**src/design/f2pcm_pkg.sv**
```systemverilog
// Formats, byte counts and conversion functions for the float-to-PCM sample converter.
package f2pcm_pkg;

  typedef enum logic [1:0] {
    FMT_FLOAT32 = 2'd0,
    FMT_INT32   = 2'd1,
    FMT_INT24   = 2'd2,
    FMT_INT16   = 2'd3
  } fmt_t;

  localparam logic [2:0] BYTES_FLOAT32 = 3'd4;
  localparam logic [2:0] BYTES_INT32   = 3'd4;
  localparam logic [2:0] BYTES_INT24   = 3'd3;
  localparam logic [2:0] BYTES_INT16   = 3'd2;

  localparam logic [7:0]  EXP_ONE    = 8'd127;
  localparam logic [7:0]  EXP_INT32  = 8'd119;
  localparam logic [7:0]  EXP_NAN    = 8'd255;
  localparam logic [14:0] SCALE_I16  = 15'd32767;
  localparam logic [31:0] I32_POS_FS = 32'h7FFF_FFFF;
  localparam logic [31:0] I32_NEG_FS = 32'h8000_0000;

  function automatic logic is_nan(input logic [31:0] b);
    is_nan = (b[30:23] == EXP_NAN) && (b[22:0] != 23'd0);
  endfunction

  // trunc(v * 2^31) with saturation at +/-1.0
  function automatic logic [31:0] to_i32(input logic [31:0] b);
    logic [7:0]  ex;
    logic [23:0] m;
    logic [7:0]  rsh;
    logic [30:0] mag;
    logic [31:0] res;
    ex  = b[30:23];
    m   = {1'b1, b[22:0]};
    rsh = 8'd0;
    mag = 31'd0;
    if (ex == 8'd0) begin
      mag = 31'd0;
    end else if (ex >= EXP_INT32) begin
      mag = {7'd0, m} << (ex - EXP_INT32);
    end else begin
      rsh = EXP_INT32 - ex;
      mag = (rsh >= 8'd24) ? 31'd0 : ({7'd0, m} >> rsh[4:0]);
    end
    res = b[31] ? (32'd0 - {1'b0, mag}) : {1'b0, mag};
    if (is_nan(b)) begin
      to_i32 = 32'd0;
    end else if (ex >= EXP_ONE) begin
      to_i32 = b[31] ? I32_NEG_FS : I32_POS_FS;
    end else begin
      to_i32 = res;
    end
  endfunction

  // trunc(round_ne(clamp(v) * 32767.0f))
  function automatic logic [15:0] to_i16(input logic [31:0] b);
    logic [7:0]  ex;
    logic [23:0] m;
    logic [38:0] p;
    logic [24:0] r;
    logic        g;
    logic        s;
    logic [39:0] q;
    logic [7:0]  sh;
    logic [14:0] mag;
    logic [15:0] res;
    ex = b[30:23];
    m  = {1'b1, b[22:0]};
    p  = m * SCALE_I16;
    if (p[38]) begin
      r = {1'b0, p[38:15]};
      g = p[14];
      s = |p[13:0];
    end else begin
      r = {1'b0, p[37:14]};
      g = p[13];
      s = |p[12:0];
    end
    if (g && (s || r[0])) begin
      r = r + 25'd1;
    end
    q   = p[38] ? ({15'd0, r} << 15) : ({15'd0, r} << 14);
    sh  = 8'd150 - ex;
    mag = (sh >= 8'd40) ? 15'd0 : 15'(q >> sh[5:0]);
    if (is_nan(b) || ex == 8'd0) begin
      mag = 15'd0;
    end else if (ex >= EXP_ONE) begin
      mag = SCALE_I16;
    end
    res    = {1'b0, mag};
    to_i16 = b[31] ? (16'd0 - res) : res;
  endfunction

endpackage

```
**src/design/float_to_pcm_sample_converter.sv**
```systemverilog
// Float-to-PCM sample converter top level: input register, conversion logic, output register.
// One sample per cycle: a transfer is taken every clock while the output side does not
// stall; a sample passes the input register, then the result register. float32 passes bits
// through, int32/int24 truncate v*2^31 with saturation at +/-1.0, int16 clamps and rounds
// v*32767 to single precision before truncating. NaN gives zero for the integer formats.
module float_to_pcm_sample_converter (
  input  logic        clk,
  input  logic        rst_n,
  input  logic        in_valid,
  output logic        in_stall,
  input  logic [1:0]  in_func,
  input  logic [31:0] in_sample_bits,
  input  logic        in_last_in_block,
  output logic        out_valid,
  input  logic        out_stall,
  output logic [31:0] out_word,
  output logic [2:0]  out_byte_count,
  output logic        out_last_in_block_res
);

  logic        s1_valid_r;
  logic [1:0]  s1_func_r;
  logic [31:0] s1_bits_r;
  logic        s1_last_r;
  logic        out_valid_r;
  logic [31:0] out_word_r;
  logic [2:0]  out_count_r;
  logic        out_last_r;

  logic        adv2;
  logic        adv1;
  logic [31:0] i32;
  logic [31:0] word_nxt;
  logic [2:0]  count_nxt;

  assign adv2     = !out_valid_r || !out_stall;
  assign adv1     = !s1_valid_r || adv2;
  assign in_stall = !adv1;

  always_comb begin
    i32 = f2pcm_pkg::to_i32(s1_bits_r);
    unique case (f2pcm_pkg::fmt_t'(s1_func_r))
      f2pcm_pkg::FMT_FLOAT32: begin
        word_nxt  = s1_bits_r;
        count_nxt = f2pcm_pkg::BYTES_FLOAT32;
      end
      f2pcm_pkg::FMT_INT32: begin
        word_nxt  = i32;
        count_nxt = f2pcm_pkg::BYTES_INT32;
      end
      f2pcm_pkg::FMT_INT24: begin
        word_nxt  = {8'd0, i32[31:8]};
        count_nxt = f2pcm_pkg::BYTES_INT24;
      end
      default: begin
        word_nxt  = {16'd0, f2pcm_pkg::to_i16(s1_bits_r)};
        count_nxt = f2pcm_pkg::BYTES_INT16;
      end
    endcase
  end

  always_ff @(posedge clk) begin
    if (!rst_n) begin
      s1_valid_r  <= 1'b0;
      out_valid_r <= 1'b0;
    end else begin
      if (adv1) s1_valid_r <= in_valid;
      if (adv2) out_valid_r <= s1_valid_r;
    end
  end

  always_ff @(posedge clk) begin
    if (adv1) begin
      s1_func_r <= in_func;
      s1_bits_r <= in_sample_bits;
      s1_last_r <= in_last_in_block;
    end
    if (adv2) begin
      out_word_r  <= word_nxt;
      out_count_r <= count_nxt;
      out_last_r  <= s1_last_r;
    end
  end

  assign out_valid             = out_valid_r;
  assign out_word              = out_word_r;
  assign out_byte_count        = out_count_r;
  assign out_last_in_block_res = out_last_r;

endmodule
```
**config.mk**
```make
export PLATFORM = sky130hd
export DESIGN_NAME = float_to_pcm_sample_converter
export DESIGN_NICKNAME = d
export VERILOG_FILES = /design/src/design/f2pcm_pkg.sv /design/src/design/float_to_pcm_sample_converter.sv
export SDC_FILE = /design/constraint.sdc
export NUM_CORES = 1
export LEC_CHECK = 0
export BUFFER_PORTS_ARGS = -buffer_cell sky130_fd_sc_hd__buf_2
export CAP_MARGIN = 20
export CORE_MARGIN = 2
export CORE_UTILIZATION = 50
export CTS_CLUSTER_DIAMETER = 100
export DETAILED_ROUTE_END_ITERATION = 10
export GPL_TIMING_DRIVEN = 0
export PLACE_DENSITY = 0.69
export SKIP_CTS_REPAIR_TIMING = 1
export SLEW_MARGIN = 0
export SYNTH_ARGS = -nofsm -noshare
export SYNTH_HDL_FRONTEND = slang
export SYNTH_SLANG_ARGS = --single-unit
```
**constraint.sdc**
```tcl
create_clock -name clk -period 9.4 [get_ports clk]
set_input_delay 0.94 -clock clk [delete_from_list [all_inputs] [get_ports clk]]
set_output_delay 0.94 -clock clk [all_outputs]
set_load 0.01 [all_outputs]
```
==> qor.tcl <==
set qor(post_route_cells_drive_above_1_share_pct) 20.0
set qor(routed_wire_length_um) 86400
set qor(synth-main-ff-cell) {edfxtp_1}
set qor(netlist_instances) 2518
set qor(grt_pass1_vias) 21000
set qor(min_path_type) {reg -> reg}
set qor(period_minus_slack_ns) 11.01
set qor(maximum_number_of_pins_on_one_net_before_global_route_repair) 37
set qor(synthesis.area_per_instance_um2) 8.03
set qor(clock.fmax_mhz) 90.8
set qor(tightestPinTransition_ns) 1.03
set qor(startpoint_type) {flip-flop}
set qor(clock_path_buffers) 2
set qor(die_w_um) 205
set qor(drt-pass1-iter-count) 7
set qor(setup.worst_path.class) {reg -> reg}
set qor(drt.antenna.violating_nets) 0
set qor(report.final.slew_viol_count) 0
set qor(number_of_non_filler_instances_in_the_completed_layout) 3260
set qor(final.hold.worst_slack_ns) 0.428
set qor(synth-async-reset-ratio_pct) 0
set qor(finalSetupViolations) 16
set qor(postSynthRegisterBits) 73
set qor(insertion_delay_ns) 0.34
set qor(synth-edff-count) 71
set qor(finClkSkew_ns) 0.00783
set qor(synth_area_um2) 20200
set qor(route.detailed.vias_per_inst) 6.69
set qor(setup_ws_ns) -1.61
set qor(area.growth.synth_to_final_pct) 17.3
set qor(cts.reportedPaths.clkPinSlew_ns) 0.06
set qor(antenna-diode-count) 0
set qor(worst_path_largest_cell_delay_ns) 0.60
set qor(grt_antenna_before_repair) 1
set qor(timing.max_cap.violations) 0
set qor(clkSinkCount) 73
set qor(drt_first_iter_violations) 2233
set qor(synth_seq_area_share_pct) 10.7
set qor(ys_types) 124
set qor(outcome) {finished, violations left}
set qor(detail_route.wl_per_cell_um) 26.5
set qor(die_area_um2) 42100
set qor(rows) 73
set qor(cts-buffers-inserted) 9
set qor(mostFrequentLayoutCell) {nand2_1}
set qor(drt_drc_violations_left) 0
set qor(timing.critical_path.slowest_stage_cell) {fa_2}
set qor(synthesis.nets) 2840
set qor(grt_use_total_pct) 40.5
set qor(cp.required_ns) 9.47
set qor(synth.yosys.warnings) 0
set qor(numPortBuffers) 76
set qor(worstPathArrival_ns) 11.09
set qor(cts_max_level) 3
set qor(cp-end-kind) {flip-flop}
set qor(die_h_um) 205
set qor(core_region_area_um2) 39800
set qor(final_min_period_over_clock_period_pct) 117
set qor(final_hold_viol_count) 0
set qor(pin_count) 77
set qor(final_net_count) 3052
set qor(clock_tree.root_cell) {clkbuf_16}
set qor(layout.cells.most_common_list) {257 x nand2_1, 253 x inv_1, 175 x nor2_1}
set qor(utilization_pct) 59.6
set qor(timing.max_slew.rel_slack_pct) 30.8
set qor(first_pass_grt_wire_length_um) 129000
set qor(globalplace.congestion) 1.05
set qor(highest_fanout_seen_on_the_critical_path) 10
set qor(via_count) 21800
set qor(tritoncts) {done}
set qor(dp_hpwl_um) 68800
set qor(dp.cells) 3122
set qor(initial_core_util_pct) 50.8
set qor(grt_setup_unrepaired) {true}
set qor(placedInstanceArea_um2) 21500
set qor(violated_checks) {setup timing}
set qor(grt_overflow_total) 0
set qor(post-route-cell-area_um2) 23700
==> Yosys cell counts, drive strengths merged (68+ instances only) <==
| cell type | instances | area (um^2) |
|---|---|---|
| edfxtp | 71 | 2130 |
| nor2 | 178 | 668 |
| nand3 | 77 | 385 |
| o21ai | 165 | 841 |
| fa | 172 | 3440 |
| a21oi | 133 | 703 |
| mux2i | 94 | 941 |
| nand2 | 262 | 986 |
| nor3 | 68 | 362 |
| clkbuf | 102 | 384 |
| inv | 274 | 1030 |
| ha | 111 | 1390 |
==> critical path, delay by kind of cell (launching register included) <==
kind / cells / cell delay [ns]
adders and majority gates: 8 / 3.53
buffers and inverters: 17 / 2.16
AOI/OAI and AO/OA: 12 / 2.16
and+or+nand+nor: 8 / 1.74
DFF: 1 / 0.56
muxes: 1 / 0.38
xor gates and xnor gates: 1 / 0.16
==> metal layers <==
layer	vias to the layer above	share of wire (%)	GRT usage [%]
met2	1334	46	66.1
li1	9586	-	-
met5	-	0.014	0
met1	10600	38	50.5
met4	2	6.5	23.4
met3	293	9.3	6.84
==> flip-flops by register name, indices dropped and copies added, names as in the netlist <==
signal,flops
out_word,32
out_last_in_block_res,1
s1_func_r,2
s1_last_r,1
out_byte_count,3
s1_bits_r,32
s1_valid_r,1
out_valid,1
==> layout make-up <==
class | count | area, um^2
Timing Repair Buffer | 205 | 1520
Clock inverter | 4 | 46.3
Fill cell | 3621 | 16100
Sequential cell | 73 | 2170
Buffer | 148 | 792
Tap cell | 525 | 657
Multi-Input combinational cell | 2015 | 17200
Inverter | 278 | 1060
Clock buffer | 12 | 236
==> metrics by stage <==
step | worst slack [ns] | setup TNS, ns
2_1_floorplan | -0.434 | -2.62
3_3_place_gp | -2.83 | -37.08
3_5_place_dp | -2.83 | -38.31
4_1_cts | -2.88 | -39.01
5_1_grt | -1.81 | -25.20
6_report | -1.61 | -22.06
==> cell families after synthesis <==
logic type,after synthesis,share of synthesized area [%]
buffers and inverters,430,8.45
adder cells (fa/ha/maj),283,23.9
multiplexers,146,9.12
XOR/XNOR,72,3.19
AO/OA/AOI/OAI,699,24.5
flip-flops,73,10.7
AND/OR/NAND/NOR,815,20.1
==> final timing paths <==
kind                                start  depth (start not counted)  slack, ns                              end
setup / recovery  s1_bits_r[13]$_DFFE_PN_                         47      -1.61           out_word[12]$_DFFE_PP_
hold reg to reg       s1_last_r$_DFFE_PN_                          0       0.43  out_last_in_block_res$_DFFE_PP_
hold / removal        s1_last_r$_DFFE_PN_                          0       0.43  out_last_in_block_res$_DFFE_PP_
setup reg to reg  s1_bits_r[13]$_DFFE_PN_                         47      -1.61           out_word[12]$_DFFE_PP_
Power is left out: the tool's default activity adds up to more than one toggle a clock period on the data nets, which glitch-free logic cannot reach.
